==> config.mk <==
export PLATFORM = sky130hd
export DESIGN_NAME = artdmx_pixel_stream_parser_unit_flat
export DESIGN_NICKNAME = d
export VERILOG_FILES = /design/src/design/artdmx_pkg.sv /design/src/design/artdmx_if.sv /design/src/design/artdmx_front.sv /design/src/design/artdmx_queue.sv /design/src/design/artdmx_back.sv /design/src/design/artdmx_pixel_stream_parser_unit.sv /design/src/flat_wrapper.sv
export SDC_FILE = /design/constraint.sdc
export NUM_CORES = 1
export LEC_CHECK = 0
export ABC_AREA = 1
export BUFFER_PORTS_ARGS = -buffer_cell sky130_fd_sc_hd__buf_2
export CELL_PAD_IN_SITES_DETAIL_PLACEMENT = 2
export CELL_PAD_IN_SITES_GLOBAL_PLACEMENT = 2
export CORE_AREA = 2 2 175 348
export CTS_BUF_LIST = sky130_fd_sc_hd__clkbuf_4 sky130_fd_sc_hd__clkbuf_8
export CTS_CLUSTER_SIZE = 14
export DETAILED_ROUTE_END_ITERATION = 7
export DIE_AREA = 0 0 177 350
export PLACE_DENSITY = 0.81
export SLEW_MARGIN = 20
export SYNTH_ARGS = -nofsm -noshare
export SYNTH_HDL_FRONTEND = slang
export SYNTH_SLANG_ARGS = --single-unit
==> constraint.sdc <==
create_clock -name clk -period 8.28 [get_ports clk]
set_input_delay 1.656 -clock clk [delete_from_list [all_inputs] [get_ports clk]]
set_output_delay 1.656 -clock clk [all_outputs]
set_load 0.01 [all_outputs]
==> src/design/artdmx_pkg.sv <==
// ----------------------------------------------------------------------------
// artdmx_pkg
// Shared types and constants of the ArtDmx pixel stream parser.
// ----------------------------------------------------------------------------
package artdmx_pkg;

	// Default values for the top-level parameters.
	localparam int PIXELS_PER_UNIVERSE_DEF = 170;
	localparam int MAX_FRAME_BYTES_DEF     = 528;

	// Fixed field widths.
	localparam int BYTE_W   = 8;
	localparam int ADDR_W   = 32;
	localparam int RGB_W    = 24;
	localparam int CODE_W   = 3;
	localparam int UNIV_W   = 16;
	localparam int FLEN_W   = 10;
	localparam int PIXIDX_W = 8;
	localparam int OFFSET_W = 25;

	// Frame layout constants.
	localparam int HEADER_BYTES = 18;
	localparam int MAX_DMX      = 510;

	// Queue between the parser and the address stage.
	localparam int QUEUE_DEPTH = 4;

	// Kind of a result item.
	typedef enum logic {
		KIND_PIXEL = 1'b0,
		KIND_ERROR = 1'b1
	} kind_t;

	// Error codes reported in a result item.
	typedef enum logic [CODE_W-1:0] {
		ERR_SYNC     = 3'd0,
		ERR_OVERSIZE = 3'd1,
		ERR_ID       = 3'd2,
		ERR_OPCODE   = 3'd3,
		ERR_VERSION  = 3'd4,
		ERR_DMX_LEN  = 3'd5,
		ERR_SHORT    = 3'd6
	} err_code_t;

	// Command passed from the parser to the address stage.
	typedef struct packed {
		kind_t                 kind;
		err_code_t             code;
		logic [UNIV_W-1:0]     universe;
		logic [PIXIDX_W-1:0]   pixel_index;
		logic [RGB_W-1:0]      rgb;
	} cmd_t;

endpackage

==> src/design/artdmx_if.sv <==
// ----------------------------------------------------------------------------
// artdmx_if
// Valid/ready channels for the received byte stream and the result items.
// ----------------------------------------------------------------------------
interface artdmx_byte_if;
	logic       valid;
	logic       ready;
	logic [7:0] rx_byte;

	modport source (output valid, output rx_byte, input ready);
	modport sink   (input valid, input rx_byte, output ready);
endinterface

interface artdmx_result_if;
	logic        valid;
	logic        ready;
	logic        result_kind;
	logic [31:0] write_address;
	logic [23:0] pixel_rgb;
	logic [2:0]  error_code;

	modport source (
		output valid, output result_kind, output write_address,
		output pixel_rgb, output error_code, input ready
	);
	modport sink (
		input valid, input result_kind, input write_address,
		input pixel_rgb, input error_code, output ready
	);
endinterface

==> src/design/artdmx_front.sv <==
// ----------------------------------------------------------------------------
// artdmx_front
// Byte parser: sync hunt, frame length, ArtDmx header checks and pixel
// assembly. Emits one command per byte that causes a result.
// ----------------------------------------------------------------------------
module artdmx_front #(
	parameter int MAX_FRAME_BYTES = artdmx_pkg::MAX_FRAME_BYTES_DEF
) (
	input  logic              clk,
	input  logic              arst_n,
	artdmx_byte_if.sink       bytes,
	input  logic              queue_full,
	output logic              cmd_push,
	output artdmx_pkg::cmd_t  cmd
);
	import artdmx_pkg::*;

	typedef enum logic [4:0] {
		PH_HUNT   = 5'b00001,
		PH_EXPECT = 5'b00010,
		PH_LEN_LO = 5'b00100,
		PH_LEN_HI = 5'b01000,
		PH_BODY   = 5'b10000
	} phase_t;

	localparam logic [BYTE_W-1:0] SYNC_N     = 8'h6E;
	localparam logic [BYTE_W-1:0] SYNC_B     = 8'h62;
	localparam logic [BYTE_W-1:0] OPCODE_HI  = 8'h50;
	localparam logic [BYTE_W-1:0] VERSION_LO = 8'd14;
	localparam logic [BYTE_W-1:0] ART_ID [8] = '{
		8'h41, 8'h72, 8'h74, 8'h2D, 8'h4E, 8'h65, 8'h74, 8'h00
	};
	// x / 3 == (x * 171) >> 9 for every x below 512.
	localparam int DIV3_MUL   = 171;
	localparam int DIV3_SHIFT = 9;

	phase_t                phase_q, phase_d;
	logic [BYTE_W-1:0]     len_lo_q, len_lo_d;
	logic [FLEN_W-1:0]     frame_length_q, frame_length_d;
	logic [FLEN_W-1:0]     byte_count_q, byte_count_d;
	logic [UNIV_W-1:0]     universe_q, universe_d;
	logic [BYTE_W-1:0]     dmx_hi_q, dmx_hi_d;
	logic [PIXIDX_W-1:0]   pix_total_q, pix_total_d;
	logic [15:0]           partial_q, partial_d;
	logic [PIXIDX_W-1:0]   pixel_index_q, pixel_index_d;
	logic [1:0]            sub_q, sub_d;
	err_code_t             first_fault_q, first_fault_d;
	logic                  fault_seen_q, fault_seen_d;

	logic                  accept;
	logic [BYTE_W-1:0]     b;
	logic [15:0]           len_full;
	logic [FLEN_W-1:0]     count_next;
	logic                  fault_hit;
	err_code_t             fault_code;
	logic                  emit;
	logic                  short_frame;
	logic [8:0]            dmx_low9;
	logic [17:0]           dmx_prod;
	logic [PIXIDX_W:0]     done_pixels;

	assign bytes.ready = !queue_full;
	assign accept      = bytes.valid && bytes.ready;
	assign b           = bytes.rx_byte;
	assign len_full    = {b, len_lo_q};
	assign count_next  = byte_count_q + 1'b1;
	assign dmx_low9    = {dmx_hi_q[0], b};
	assign dmx_prod    = 18'(dmx_low9) * 18'(DIV3_MUL);

	// Parser next state and command generation.
	always_comb begin
		phase_d        = phase_q;
		len_lo_d       = len_lo_q;
		frame_length_d = frame_length_q;
		byte_count_d   = byte_count_q;
		universe_d     = universe_q;
		dmx_hi_d       = dmx_hi_q;
		pix_total_d    = pix_total_q;
		partial_d      = partial_q;
		pixel_index_d  = pixel_index_q;
		sub_d          = sub_q;
		first_fault_d  = first_fault_q;
		fault_seen_d   = fault_seen_q;
		fault_hit      = 1'b0;
		fault_code     = ERR_ID;
		emit           = 1'b0;
		short_frame    = 1'b0;
		done_pixels    = '0;
		cmd_push       = 1'b0;
		cmd.kind       = KIND_ERROR;
		cmd.code       = ERR_SYNC;
		cmd.universe   = universe_q;
		cmd.pixel_index = pixel_index_q;
		cmd.rgb        = {b, partial_q};

		if (accept) begin
			unique case (phase_q)
				PH_HUNT: begin
					if (b == SYNC_N) begin
						phase_d = PH_EXPECT;
					end else begin
						cmd_push = 1'b1;
						cmd.code = ERR_SYNC;
					end
				end
				PH_EXPECT: begin
					if (b == SYNC_B) begin
						phase_d = PH_LEN_LO;
					end else begin
						phase_d  = PH_HUNT;
						cmd_push = 1'b1;
						cmd.code = ERR_SYNC;
					end
				end
				PH_LEN_LO: begin
					len_lo_d = b;
					phase_d  = PH_LEN_HI;
				end
				PH_LEN_HI: begin
					byte_count_d  = '0;
					universe_d    = '0;
					dmx_hi_d      = '0;
					pix_total_d   = '0;
					partial_d     = '0;
					pixel_index_d = '0;
					sub_d         = '0;
					first_fault_d = ERR_SYNC;
					fault_seen_d  = 1'b0;
					if (len_full > 16'(MAX_FRAME_BYTES)) begin
						phase_d        = PH_HUNT;
						frame_length_d = '0;
						cmd_push       = 1'b1;
						cmd.code       = ERR_OVERSIZE;
					end else if (len_full == 16'd0) begin
						phase_d        = PH_HUNT;
						frame_length_d = '0;
						cmd_push       = 1'b1;
						cmd.code       = ERR_SHORT;
					end else begin
						frame_length_d = len_full[FLEN_W-1:0];
						phase_d        = PH_BODY;
					end
				end
				PH_BODY: begin
					byte_count_d = count_next;

					// Header bytes: identifier, opcode, version, universe, length.
					if (byte_count_q < FLEN_W'(HEADER_BYTES)) begin
						if (byte_count_q < 10'd8) begin
							if (b != ART_ID[byte_count_q[2:0]]) begin
								fault_hit  = 1'b1;
								fault_code = ERR_ID;
							end
						end
						case (byte_count_q)
							10'd8: begin
								fault_hit  = (b != 8'h00);
								fault_code = ERR_OPCODE;
							end
							10'd9: begin
								fault_hit  = (b != OPCODE_HI);
								fault_code = ERR_OPCODE;
							end
							10'd10: begin
								fault_hit  = (b != 8'h00);
								fault_code = ERR_VERSION;
							end
							10'd11: begin
								fault_hit  = (b != VERSION_LO);
								fault_code = ERR_VERSION;
							end
							10'd14: universe_d = {8'h00, b};
							10'd15: universe_d = {b, universe_q[7:0]};
							10'd16: dmx_hi_d = b;
							10'd17: begin
								fault_hit   = ({dmx_hi_q, b} > 16'(MAX_DMX));
								fault_code  = ERR_DMX_LEN;
								pix_total_d = dmx_prod[DIV3_SHIFT +: PIXIDX_W];
							end
							default: ;
						endcase
					end else begin
						// Data bytes: gather three bytes per pixel.
						sub_d = (sub_q == 2'd2) ? 2'd0 : sub_q + 2'd1;
						if (!fault_seen_q && (pixel_index_q < pix_total_q)) begin
							case (sub_q)
								2'd0:    partial_d[7:0]  = b;
								2'd1:    partial_d[15:8] = b;
								default: emit = 1'b1;
							endcase
						end
					end

					// Only the first fault of a frame is kept.
					if (fault_hit && !fault_seen_q) begin
						fault_seen_d  = 1'b1;
						first_fault_d = fault_code;
					end

					// The pixel total is taken from the next state, so that a
					// frame ending on its last header byte sees the new count.
					done_pixels = {1'b0, pixel_index_q} + {{PIXIDX_W{1'b0}}, emit};
					short_frame = (count_next < FLEN_W'(HEADER_BYTES))
						|| (done_pixels < {1'b0, pix_total_d});

					if (count_next == frame_length_q) begin
						phase_d = PH_HUNT;
						if (fault_seen_d) begin
							cmd_push = 1'b1;
							cmd.code = first_fault_d;
						end else if (short_frame) begin
							cmd_push = 1'b1;
							cmd.code = ERR_SHORT;
						end else if (emit) begin
							cmd_push = 1'b1;
							cmd.kind = KIND_PIXEL;
						end
					end else if (emit) begin
						cmd_push      = 1'b1;
						cmd.kind      = KIND_PIXEL;
						pixel_index_d = pixel_index_q + 1'b1;
					end
				end
				default: phase_d = PH_HUNT;
			endcase
		end
	end

	// Parser state registers.
	always_ff @(posedge clk or negedge arst_n) begin
		if (!arst_n) begin
			phase_q        <= PH_HUNT;
			len_lo_q       <= '0;
			frame_length_q <= '0;
			byte_count_q   <= '0;
			universe_q     <= '0;
			dmx_hi_q       <= '0;
			pix_total_q    <= '0;
			partial_q      <= '0;
			pixel_index_q  <= '0;
			sub_q          <= '0;
			first_fault_q  <= ERR_SYNC;
			fault_seen_q   <= 1'b0;
		end else begin
			phase_q        <= phase_d;
			len_lo_q       <= len_lo_d;
			frame_length_q <= frame_length_d;
			byte_count_q   <= byte_count_d;
			universe_q     <= universe_d;
			dmx_hi_q       <= dmx_hi_d;
			pix_total_q    <= pix_total_d;
			partial_q      <= partial_d;
			pixel_index_q  <= pixel_index_d;
			sub_q          <= sub_d;
			first_fault_q  <= first_fault_d;
			fault_seen_q   <= fault_seen_d;
		end
	end

`ifndef ASSERT_OFF
	// A command is only ever produced by an accepted byte.
	assert property (@(posedge clk) disable iff (!arst_n) cmd_push |-> accept)
		else $error("command pushed without an accepted item");

	// No pixel is written once the frame has a header fault.
	assert property (@(posedge clk) disable iff (!arst_n)
		(cmd_push && cmd.kind == KIND_PIXEL) |-> !fault_seen_q)
		else $error("pixel write issued for a faulty frame");

	// Pixel writes stay within the declared pixel count.
	assert property (@(posedge clk) disable iff (!arst_n)
		(cmd_push && cmd.kind == KIND_PIXEL) |-> (pixel_index_q < pix_total_q))
		else $error("pixel index beyond declared DMX length");
`endif

endmodule

==> src/design/artdmx_queue.sv <==
// ----------------------------------------------------------------------------
// artdmx_queue
// Short first-in first-out queue of parser commands.
// ----------------------------------------------------------------------------
module artdmx_queue (
	input  logic              clk,
	input  logic              arst_n,
	input  logic              push,
	input  artdmx_pkg::cmd_t  wdata,
	input  logic              pop,
	output artdmx_pkg::cmd_t  rdata,
	output logic              full,
	output logic              empty
);
	import artdmx_pkg::*;

	localparam int PTR_W = $clog2(QUEUE_DEPTH);
	localparam int CNT_W = $clog2(QUEUE_DEPTH + 1);

	cmd_t             mem_q [QUEUE_DEPTH];
	logic [PTR_W-1:0] wr_ptr_q;
	logic [PTR_W-1:0] rd_ptr_q;
	logic [CNT_W-1:0] count_q;
	logic             do_push;
	logic             do_pop;

	assign full    = (count_q == CNT_W'(QUEUE_DEPTH));
	assign empty   = (count_q == '0);
	assign do_push = push && !full;
	assign do_pop  = pop && !empty;
	assign rdata   = mem_q[rd_ptr_q];

	// Storage.
	always_ff @(posedge clk) begin
		if (do_push) begin
			mem_q[wr_ptr_q] <= wdata;
		end
	end

	// Pointers and fill count.
	always_ff @(posedge clk or negedge arst_n) begin
		if (!arst_n) begin
			wr_ptr_q <= '0;
			rd_ptr_q <= '0;
			count_q  <= '0;
		end else begin
			if (do_push) begin
				wr_ptr_q <= (wr_ptr_q == PTR_W'(QUEUE_DEPTH - 1)) ? '0 : wr_ptr_q + 1'b1;
			end
			if (do_pop) begin
				rd_ptr_q <= (rd_ptr_q == PTR_W'(QUEUE_DEPTH - 1)) ? '0 : rd_ptr_q + 1'b1;
			end
			if (do_push && !do_pop) begin
				count_q <= count_q + 1'b1;
			end else if (do_pop && !do_push) begin
				count_q <= count_q - 1'b1;
			end
		end
	end

endmodule

==> src/design/artdmx_back.sv <==
// ----------------------------------------------------------------------------
// artdmx_back
// Address stage: turns queued commands into result items. Holds the image
// base register, forms universe * pixels per universe + index, then adds the
// base into the output register.
// ----------------------------------------------------------------------------
module artdmx_back #(
	parameter int PIXELS_PER_UNIVERSE = artdmx_pkg::PIXELS_PER_UNIVERSE_DEF
) (
	input  logic                         clk,
	input  logic                         arst_n,
	input  logic                         cfg_we,
	input  logic [artdmx_pkg::ADDR_W-1:0] cfg_wdata,
	input  logic                         queue_empty,
	input  artdmx_pkg::cmd_t             head,
	output logic                         pop,
	artdmx_result_if.source              results
);
	import artdmx_pkg::*;

	logic [ADDR_W-1:0]   image_base_q;

	logic                valid_s1;
	kind_t               kind_s1;
	err_code_t           code_s1;
	logic [RGB_W-1:0]    rgb_s1;
	logic [OFFSET_W-1:0] offset_s1;

	logic                valid_s2;
	kind_t               kind_s2;
	err_code_t           code_s2;
	logic [RGB_W-1:0]    rgb_s2;
	logic [ADDR_W-1:0]   address_s2;

	logic                adv_s1;
	logic                adv_s2;
	logic [OFFSET_W-1:0] offset;

	assign adv_s2 = !valid_s2 || results.ready;
	assign adv_s1 = !valid_s1 || adv_s2;
	assign pop    = adv_s1 && !queue_empty;
	assign offset = OFFSET_W'(head.universe) * OFFSET_W'(PIXELS_PER_UNIVERSE)
		+ OFFSET_W'(head.pixel_index);

	// Image base register.
	always_ff @(posedge clk or negedge arst_n) begin
		if (!arst_n) begin
			image_base_q <= '0;
		end else if (cfg_we) begin
			image_base_q <= cfg_wdata;
		end
	end

	// Stage valid flags.
	always_ff @(posedge clk or negedge arst_n) begin
		if (!arst_n) begin
			valid_s1 <= 1'b0;
			valid_s2 <= 1'b0;
		end else begin
			if (adv_s1) begin
				valid_s1 <= !queue_empty;
			end
			if (adv_s2) begin
				valid_s2 <= valid_s1;
			end
		end
	end

	// Stage one: pixel offset within the image.
	always_ff @(posedge clk) begin
		if (adv_s1) begin
			kind_s1   <= head.kind;
			code_s1   <= head.code;
			rgb_s1    <= head.rgb;
			offset_s1 <= offset;
		end
	end

	// Stage two: output register; error items carry zero address and color.
	always_ff @(posedge clk) begin
		if (adv_s2) begin
			kind_s2 <= kind_s1;
			if (kind_s1 == KIND_PIXEL) begin
				code_s2    <= ERR_SYNC;
				rgb_s2     <= rgb_s1;
				address_s2 <= image_base_q + ADDR_W'(offset_s1);
			end else begin
				code_s2    <= code_s1;
				rgb_s2     <= '0;
				address_s2 <= '0;
			end
		end
	end

	assign results.valid         = valid_s2;
	assign results.result_kind   = kind_s2;
	assign results.write_address = address_s2;
	assign results.pixel_rgb     = rgb_s2;
	assign results.error_code    = code_s2;

`ifndef ASSERT_OFF
	// An error item never carries an address or a color.
	assert property (@(posedge clk) disable iff (!arst_n)
		(valid_s2 && kind_s2 == KIND_ERROR) |-> (address_s2 == '0 && rgb_s2 == '0))
		else $error("error item with nonzero payload");

	// A pixel item always carries a zero error code.
	assert property (@(posedge clk) disable iff (!arst_n)
		(valid_s2 && kind_s2 == KIND_PIXEL) |-> (code_s2 == ERR_SYNC))
		else $error("pixel item with nonzero error code");

	// A held stage one item is not dropped while the output stalls.
	assert property (@(posedge clk) disable iff (!arst_n)
		(valid_s1 && !adv_s1) |=> valid_s1)
		else $error("stage one item lost during stall");
`endif

endmodule

==> src/design/artdmx_pixel_stream_parser_unit.sv <==
// ----------------------------------------------------------------------------
// artdmx_pixel_stream_parser_unit
// ArtDmx pixel stream parser: received bytes in, pixel writes and error
// reports out.
// ----------------------------------------------------------------------------
// The block takes one received byte per cycle while input ready is high and
// produces at most one result item per byte. A byte is parsed in the cycle it
// is accepted and its command enters a four-entry queue; the address stage
// then registers the offset multiply and adds the base into the output
// register. Input ready drops only when the queue is full, which happens
// only after the result side has stalled.
// Pixel writes go to image_base + universe * PIXELS_PER_UNIVERSE + index;
// header faults are reported at the last byte of the frame, sync and
// oversize faults at once. Write image_base only while the block is idle.
module artdmx_pixel_stream_parser_unit #(
	parameter int PIXELS_PER_UNIVERSE = artdmx_pkg::PIXELS_PER_UNIVERSE_DEF,
	parameter int MAX_FRAME_BYTES     = artdmx_pkg::MAX_FRAME_BYTES_DEF
) (
	input  logic                          clk,
	input  logic                          arst_n,
	artdmx_byte_if.sink                   bytes,
	artdmx_result_if.source               results,
	input  logic                          cfg_we,
	input  logic [artdmx_pkg::ADDR_W-1:0] cfg_wdata
);
	import artdmx_pkg::*;

	cmd_t cmd;
	cmd_t head;
	logic cmd_push;
	logic pop;
	logic queue_full;
	logic queue_empty;

	// Byte parser.
	artdmx_front #(
		.MAX_FRAME_BYTES (MAX_FRAME_BYTES)
	) u_front (
		.clk        (clk),
		.arst_n     (arst_n),
		.bytes      (bytes),
		.queue_full (queue_full),
		.cmd_push   (cmd_push),
		.cmd        (cmd)
	);

	// Command queue.
	artdmx_queue u_queue (
		.clk    (clk),
		.arst_n (arst_n),
		.push   (cmd_push),
		.wdata  (cmd),
		.pop    (pop),
		.rdata  (head),
		.full   (queue_full),
		.empty  (queue_empty)
	);

	// Address stage and output register.
	artdmx_back #(
		.PIXELS_PER_UNIVERSE (PIXELS_PER_UNIVERSE)
	) u_back (
		.clk         (clk),
		.arst_n      (arst_n),
		.cfg_we      (cfg_we),
		.cfg_wdata   (cfg_wdata),
		.queue_empty (queue_empty),
		.head        (head),
		.pop         (pop),
		.results     (results)
	);

endmodule
==> src/flat_wrapper.sv <==
// flat-port wrapper written by rule: the top's interface ports become plain ports
module artdmx_pixel_stream_parser_unit_flat import artdmx_pkg::*;
#(
	parameter int PIXELS_PER_UNIVERSE = artdmx_pkg::PIXELS_PER_UNIVERSE_DEF,
	parameter int MAX_FRAME_BYTES     = artdmx_pkg::MAX_FRAME_BYTES_DEF
)
  (clk, arst_n, cfg_we, cfg_wdata, bytes_valid, bytes_rx_byte, bytes_ready, results_valid, results_result_kind, results_write_address, results_pixel_rgb, results_error_code, results_ready);
  artdmx_byte_if bytes_i ();
  artdmx_result_if results_i ();
  input  logic clk;
  input  logic arst_n;
  input  logic cfg_we;
  input  logic [artdmx_pkg::ADDR_W-1:0] cfg_wdata;
  input wire logic [$bits(bytes_i.valid)-1:0] bytes_valid;
  input wire logic [$bits(bytes_i.rx_byte)-1:0] bytes_rx_byte;
  output wire logic [$bits(bytes_i.ready)-1:0] bytes_ready;
  output wire logic [$bits(results_i.valid)-1:0] results_valid;
  output wire logic [$bits(results_i.result_kind)-1:0] results_result_kind;
  output wire logic [$bits(results_i.write_address)-1:0] results_write_address;
  output wire logic [$bits(results_i.pixel_rgb)-1:0] results_pixel_rgb;
  output wire logic [$bits(results_i.error_code)-1:0] results_error_code;
  input wire logic [$bits(results_i.ready)-1:0] results_ready;
  assign bytes_i.valid = bytes_valid;
  assign bytes_i.rx_byte = bytes_rx_byte;
  assign bytes_ready = bytes_i.ready;
  assign results_valid = results_i.valid;
  assign results_result_kind = results_i.result_kind;
  assign results_write_address = results_i.write_address;
  assign results_pixel_rgb = results_i.pixel_rgb;
  assign results_error_code = results_i.error_code;
  assign results_i.ready = results_ready;
  artdmx_pixel_stream_parser_unit #(.PIXELS_PER_UNIVERSE(PIXELS_PER_UNIVERSE), .MAX_FRAME_BYTES(MAX_FRAME_BYTES)) u_core (.clk(clk), .arst_n(arst_n), .bytes(bytes_i), .results(results_i), .cfg_we(cfg_we), .cfg_wdata(cfg_wdata));
endmodule
## Word level (Yosys, flattened, before mapping)

Memories as Yosys holds them, arrays and structs flattened.
Cells that the tools add are included.

| word-level totals | value |
|---|---|
| register bits after elaboration | 249 |
| RAM bits | 208 |
| ROM bits | 64 |
| input port bits | 45 |
| logic and storage cells | 207 |
| memories kept | 2 |

Memories:

| memory | words | bits a word | rd ports | clocked after Yosys merged registers in | wr ports | RTL line | RTL |
|---|---|---|---|---|---|---|---|
| u_core.u_queue.mem_q | 4 | 52 | 1 | 0 | 1 | artdmx_queue.sv:20 | `cmd_t mem_q [QUEUE_DEPTH];` |
| (no name shown) | 8 | 8 | 1 | 0 | 0 | artdmx_front.sv:150 | `if (b != ART_ID[byte_count_q[2:0]]) begin` |

| cells by class | value |
|---|---|
| add/subtract/negate cells | 10 |
| multiply operators | 2 |
| $lt $le $gt $ge | 8 |
| equal/unequal tests | 37 |
| multiplexer cells | 80 |
| bitwise gates (word level) | 1 |
| reductions and logical operators | 39 |

Operators by type and width:

| cell | count |
|---|---|
| $mux W8 | 12 |
| $pmux W16 S2 | 3 |
| $eq A10 B4 Y1 const B | 6 |
| $mux W16 | 3 |
| $pmux W8 S2 | 3 |
| $add A32 B25 Y32 | 1 |
| $mux W3 | 10 |
| $mux W1 | 29 |
| $add A24 B8 Y25 | 1 |
| $pmux W5 S5 | 1 |
| $mul A16 B7 Y23 const B | 1 |
| $eq A10 B5 Y1 const B | 2 |
| $lt A10 B5 Y1 const B | 2 |
| $mux W10 | 2 |
| $mux W5 | 4 |
| $pmux W10 S2 | 1 |
| $mul A9 B8 Y17 const B | 1 |
| $eq A8 B7 Y1 const B | 2 |
| $gt A16 B10 Y1 const B | 1 |
| $gt A16 B9 Y1 const B | 1 |
| $logic_not A16 Y1 | 1 |
| $ne A2 B2 Y1 const B | 8 |
| $reduce_and A5 Y1 | 3 |
| $pmux W3 S2 | 2 |
| 42 further kinds | 77 |

## Longest topological paths before layout

| logic depth | value |
|---|---|
| word-level depth | 24 |
| gate-level depth with buffers | 41 |
| depth with buffers taken out | 41 |

## Hierarchy

Synthesis repeated with hierarchy kept, for this count alone.

| unflattened totals | value |
|---|---|
| cell total of the unflattened synthesis | 2741 |
| area total of the unflattened synthesis | 25794.7 µm² |

Modules (own cells, without submodules):

| module | times used | cells an instance | area an instance (µm²) | sequential area each (µm²) |
|---|---|---|---|---|
| artdmx_back | 1 | 1151 | 10035.9 | 4244.1 |
| artdmx_queue | 1 | 667 | 8642.0 | 6421.2 |
| artdmx_front | 1 | 923 | 7116.8 | 2378.5 |

## Worst setup path before layout

Ideal clock, no wire load.

| timing | value |
|---|---|
| kind | input-to-reg |
| start | in bytes_rx_byte[1] |
| end | mem u_core.u_queue.mem_q[3][0] (netlist name) (enable) |
| setup time | 0.462 ns |
| arrival time | 8.266 ns |
| required time | 7.818 ns |
| setup slack | -0.448 ns |
| stages | 34 |
| path buffers | 0 |
| cell sequence | ha_1 fa_1 fa_1 inv_1 fa_1 inv_1 ha_1 a21o_1 nor2_1 nand2_1 nand2_1 nand2_1 nand3_1 nand2_1 nand2_1 nand2_1 nand2_1 nand2_1 nand2_1 nand2_1 nand2_1 nand2_1 ha_1 nand2_1 inv_1 a221oi_1 nand3_1 inv_1 nand2_1 nand3_1 nand3_1 nand2_2 nand2_4 nor2_1 |

| on the way | value |
|---|---|
| word-level cells in the longest chain between the ends | 18 |
| elaborated cells between the ends (all ways) | 38 |
| those cells by class | 1 x mul; 3 x order compare; 5 x eq/ne; 24 x mux; 5 x reduce/logical |

Ends and longest elaborated chain:

| item | RTL line | RTL |
|---|---|---|
| start, declared | flat_wrapper.sv:15 | `input wire logic [$bits(bytes_i.rx_byte)-1:0] bytes_rx_byte;` |
| parallel branches: the longest is 13 deep, another holds $mul A9 B8 Y17 | n/a |  |
| $pmux W1 S4 (*) | artdmx_front.sv:97 | `unique case (phase_q)` |
| $mux W1 (*) | artdmx_front.sv:96 | `if (accept) begin` |
| $logic_and A1 B1 Y1 (*) | artdmx_queue.sv:29 | `assign do_push = push && !full;` |
| $mux W1 (*) | artdmx_queue.sv:35 | `if (do_push) begin` |
| $mux W1 (implied by the code) (*) | artdmx_queue.sv:36 | `mem_q[wr_ptr_q] <= wdata;` |
| end, declared | artdmx_queue.sv:20 |  |

Mark *: on every way between the ends. The select of a mux whose other input is x is not followed.

## Final worst setup path

| timing | value |
|---|---|
| start | in bytes_rx_byte[1] |
| end | reg u_core.u_queue.count_q[2] |

| on the way | value |
|---|---|
| word-level cells in the longest chain between the ends | 19 |
| elaborated cells between the ends (all ways) | 41 |
| those cells by class | 1 x mul; 3 x order compare; 5 x eq/ne; 23 x mux; 9 x reduce/logical |

Ends and longest elaborated chain:

| item | RTL line | RTL |
|---|---|---|
| parallel branches: the longest is 13 deep, another holds $mul A9 B8 Y17 | n/a |  |
| $pmux W1 S4 (*) | artdmx_front.sv:97 |  |
| $mux W1 (*) | artdmx_front.sv:96 |  |
| $logic_and A1 B1 Y1 (*) | artdmx_queue.sv:29 |  |
| named net u_core.u_queue.do_push | artdmx_queue.sv:24 | `logic do_push;` |
| $logic_not A1 Y1 | artdmx_queue.sv:55 | `end else if (do_pop && !do_push) begin` |
| $logic_and A1 B1 Y1 | artdmx_queue.sv:55 |  |
| $reduce_bool A2 Y1 (no source line) | n/a |  |
| end signal, assigned | artdmx_queue.sv:54 | `count_q <= count_q + 1'b1;` |
| end signal, assigned | artdmx_queue.sv:56 | `count_q <= count_q - 1'b1;` |
| end, declared | artdmx_queue.sv:23 | `logic [CNT_W-1:0] count_q;` |

Mark *: on every way through the listed nets, which the timed path passes. The select of a mux whose other input is x is not followed.
A chain may end at the register's enable or synchronous reset.

==> flow_summary.json <==
{
  "ys_top_cells_by_area": "edfxtp_1 (39%), dfrtp_1 (14%), ha_1 (8.6%), nand2_1 (6.4%), inv_1 (5.5%)",
  "core_um2": 59100,
  "area_delta_synth_final_pct": 12.5,
  "synthDistinctLibCells": 60,
  "syn_nets": 2710,
  "ios": 107,
  "cts_tree": "yes",
  "layout-drive-gt1-share_pct": 14.0,
  "cp_common_cell": "nand2_1",
  "vias_per_cell": 5.55,
  "maxCapViolCount": 0,
  "gp_congestion": 0.894,
  "outcome": "completed",
  "wl_mm": 88.5,
  "synth_area_leader_cell": "edfxtp_1",
  "dieHeight_um": 350,
  "max_freq_mhz": 130,
  "period_needed_ps": 7720,
  "rsz0062_at_grt": "false",
  "syn_area_um2": 24600,
  "critPathCaptureType": "flop",
  "synth-warning-count": 0,
  "cts-root-buf": "clkbuf_8",
  "slew_violations": 0,
  "cts_buffer_depth": 3,
  "antenna_left": 0,
  "cp_slowest_cell": "fa_1",
  "grt_first_pass_wirelength_mm": 133,
  "tns_ps": 0,
  "start_util_pct": 41.6,
  "worstSkewPairLatency_ps": 690,
  "layout_common_cells": "nand2_1 (415), inv_1 (359), edfxtp_1 (321), nor2_1 (213), o21ai_0 (198)",
  "start_kind": "input port",
  "critical_path_class": "in -> reg",
  "ys.flop_type": "edfxtp_1",
  "syn-instance-count": 2455,
  "dr_total_vias": 19100,
  "dr.pass1.iters": 5,
  "finalSetupViolations": 0,
  "crit_fanout": 3,
  "first_global_vias": 22400,
  "fin_nets": 2867,
  "min_period_over_period_pct": 93.2,
  "ys_seq_elements": 457,
  "portBuffers": 106,
  "mostFrequentLayoutCell": "nand2_1",
  "fin_skew_ps": 50.9,
  "clk_pin_slew_ps": 70,
  "htreeDepth": 3,
  "syn_avg_cell_area_um2": 10.0,
  "worstMarginPinSlew_ps": 1070,
  "drt_iter0_markers": 1005,
  "synth_top_area_share_pct": 39.2,
  "grt_max_degree": 77,
  "slew_headroom_pct": 28.2,
  "rows": 126,
  "worst_ep_required_time_ps": 8810,
  "grt_usage_pct": 28.9,
  "dpl.hpwl_mm": 65.1,
  "synthArstFlopShare_pct": 29.8,
  "die_w_um": 177,
  "post_drt_wl_per_cell_um": 25.7,
  "hold_viol": 0,
  "antenna_found_initial": 3,
  "clock_sinks": 457,
  "hold_path.class": "reg -> reg",
  "cts_made_buffers": 70,
  "ctsResizeCount": 0,
  "cts_setup_buffers": 0,
  "yosysSeqAreaShare_pct": 53.1,
  "ctsHoldBuffers": 0,
  "dieArea_um2": 62000,
  "cp.arrival_ps": 8250,
  "synth_edf_count": 321,
  "drcViolationCount": 0,
  "grt_overflow": 0,
  "slowest_delay_ps": 560
}
state kept, by name, summed over array words and instances, names as in the netlist, 10 cells and up:
name,flops
u_core.u_back.image_base_q,32
u_core.u_back.offset_s1,25
u_core.u_back.results.pixel_rgb,24
u_core.u_back.results.write_address,32
u_core.u_back.rgb_s1,24
u_core.u_front.byte_count_q,10
u_core.u_front.frame_length_q,10
u_core.u_front.partial_q,16
u_core.u_front.universe_q,16
u_core.u_queue.mem_q,208
per-layer routing:
layer | GRT usage, % | vias to the layer above | part of all wire (%) | wire [µm]
li1 | - | 8618 | - | -
met4 | 19.1 | 4 | 7.3 | 6480
met3 | 4.20 | 265 | 3.5 | 3060
met2 | 57.7 | 481 | 57 | 50400
met1 | 26.0 | 9695 | 32 | 28500
met5 | 0 | - | 0.029 | 26
cell families (layout without fill, tap and decap cells):
logic type | after synthesis | count (layout) | synth area share [%]
simple gates | 824 | 824 | 14.4
compound gates | 453 | 453 | 10.6
xor+xnor | 54 | 54 | 2.02
mux | 25 | 25 | 1.15
buf+inv | 432 | 645 | 6.79
flops | 457 | 457 | 53.1
other cells | 0 | 1 | 0
fa+ha+maj | 210 | 210 | 12.0
worst max-delay path: cells and delay by family:
kind	cells	cell delay, ps
AO/OA/AOI/OAI	4	720
AND/OR/NAND/NOR	21	2110
XOR/XNOR	1	180
adder cells (fa/ha/maj)	8	3080
buffers and inverters	7	480
final timing paths:
| check | startpoint | end | slack [ps] | depth (start not counted) |
|---|---|---|---|---|
| setup / recovery | bytes_rx_byte[1] | u_core.u_queue.count_q[2]$_DFFE_PN0P_ | 560 | 41 |
| hold / removal | u_core.u_front.pix_total_q[7]$_DFFE_PN0P_ | u_core.u_front.pix_total_q[7]$_DFFE_PN0P_ | 490 | 2 |
| setup reg to reg | u_core.u_queue.rd_ptr_q[1]$_DFFE_PN0P_ | u_core.u_back.offset_s1[24]$_DFFE_PN_ | 610 | 26 |
| hold reg to reg | u_core.u_front.pix_total_q[7]$_DFFE_PN0P_ | u_core.u_front.pix_total_q[7]$_DFFE_PN0P_ | 490 | 2 |
| max in group asynchronous | arst_n | u_core.u_front.phase_q[1]$_DFFE_PN0P_ | 5650 | 2 |
| min in group asynchronous | arst_n | u_core.u_back.image_base_q[17]$_DFFE_PN0P_ | 1080 | 1 |
through the flow:
step | hold slack [ps] | util, % | instances | area (µm²) | setup slack (ps)
after floorplan | 435 | - | 2455 | 24600 | -448
after global placement | 467 | 44.3 | 3308 | 26200 | 170
after detailed placement | 484 | 44.3 | 3308 | 26200 | -37.5
after CTS | 501 | 46.8 | 3436 | 27600 | 507
after global routing | 533 | 46.8 | 3437 | 27600 | 87.1
final | 488 | 46.8 | 3437 | 27600 | 561
Yosys cell counts (8+ instances only):
| cell type | number |
|---|---|
| o21ai_0 | 198 |
| nand2_1 | 416 |
| nand2_2 | 8 |
| nor2_1 | 217 |
| nand4_1 | 22 |
| fa_1 | 42 |
| o21ai_1 | 9 |
| nand3_1 | 95 |
| ha_1 | 168 |
| o21ai_2 | 24 |
| nor2_2 | 11 |
| dfrtp_1 | 135 |
| mux2_2 | 25 |
| edfxtp_1 | 321 |
| xnor2_1 | 13 |
| clkbuf_1 | 50 |
| nor3_1 | 21 |
| a21oi_1 | 112 |
| xor2_1 | 38 |
| a32oi_1 | 13 |
| inv_1 | 361 |
| o22ai_1 | 59 |
final cells by class:
type | instances | area [µm²]
diodes | 1 | 2.50
flip-flops and latches | 457 | 13000
well taps | 768 | 961
multi-input cells | 1566 | 9900
clock buffers | 98 | 1220
clock inverters | 30 | 235
inverters | 371 | 1400
fillers | 6281 | 31500
repair buffers | 146 | 887
Power is not shown: default switching activity piles up to over one toggle a cycle in this logic, so the estimate is an artifact.
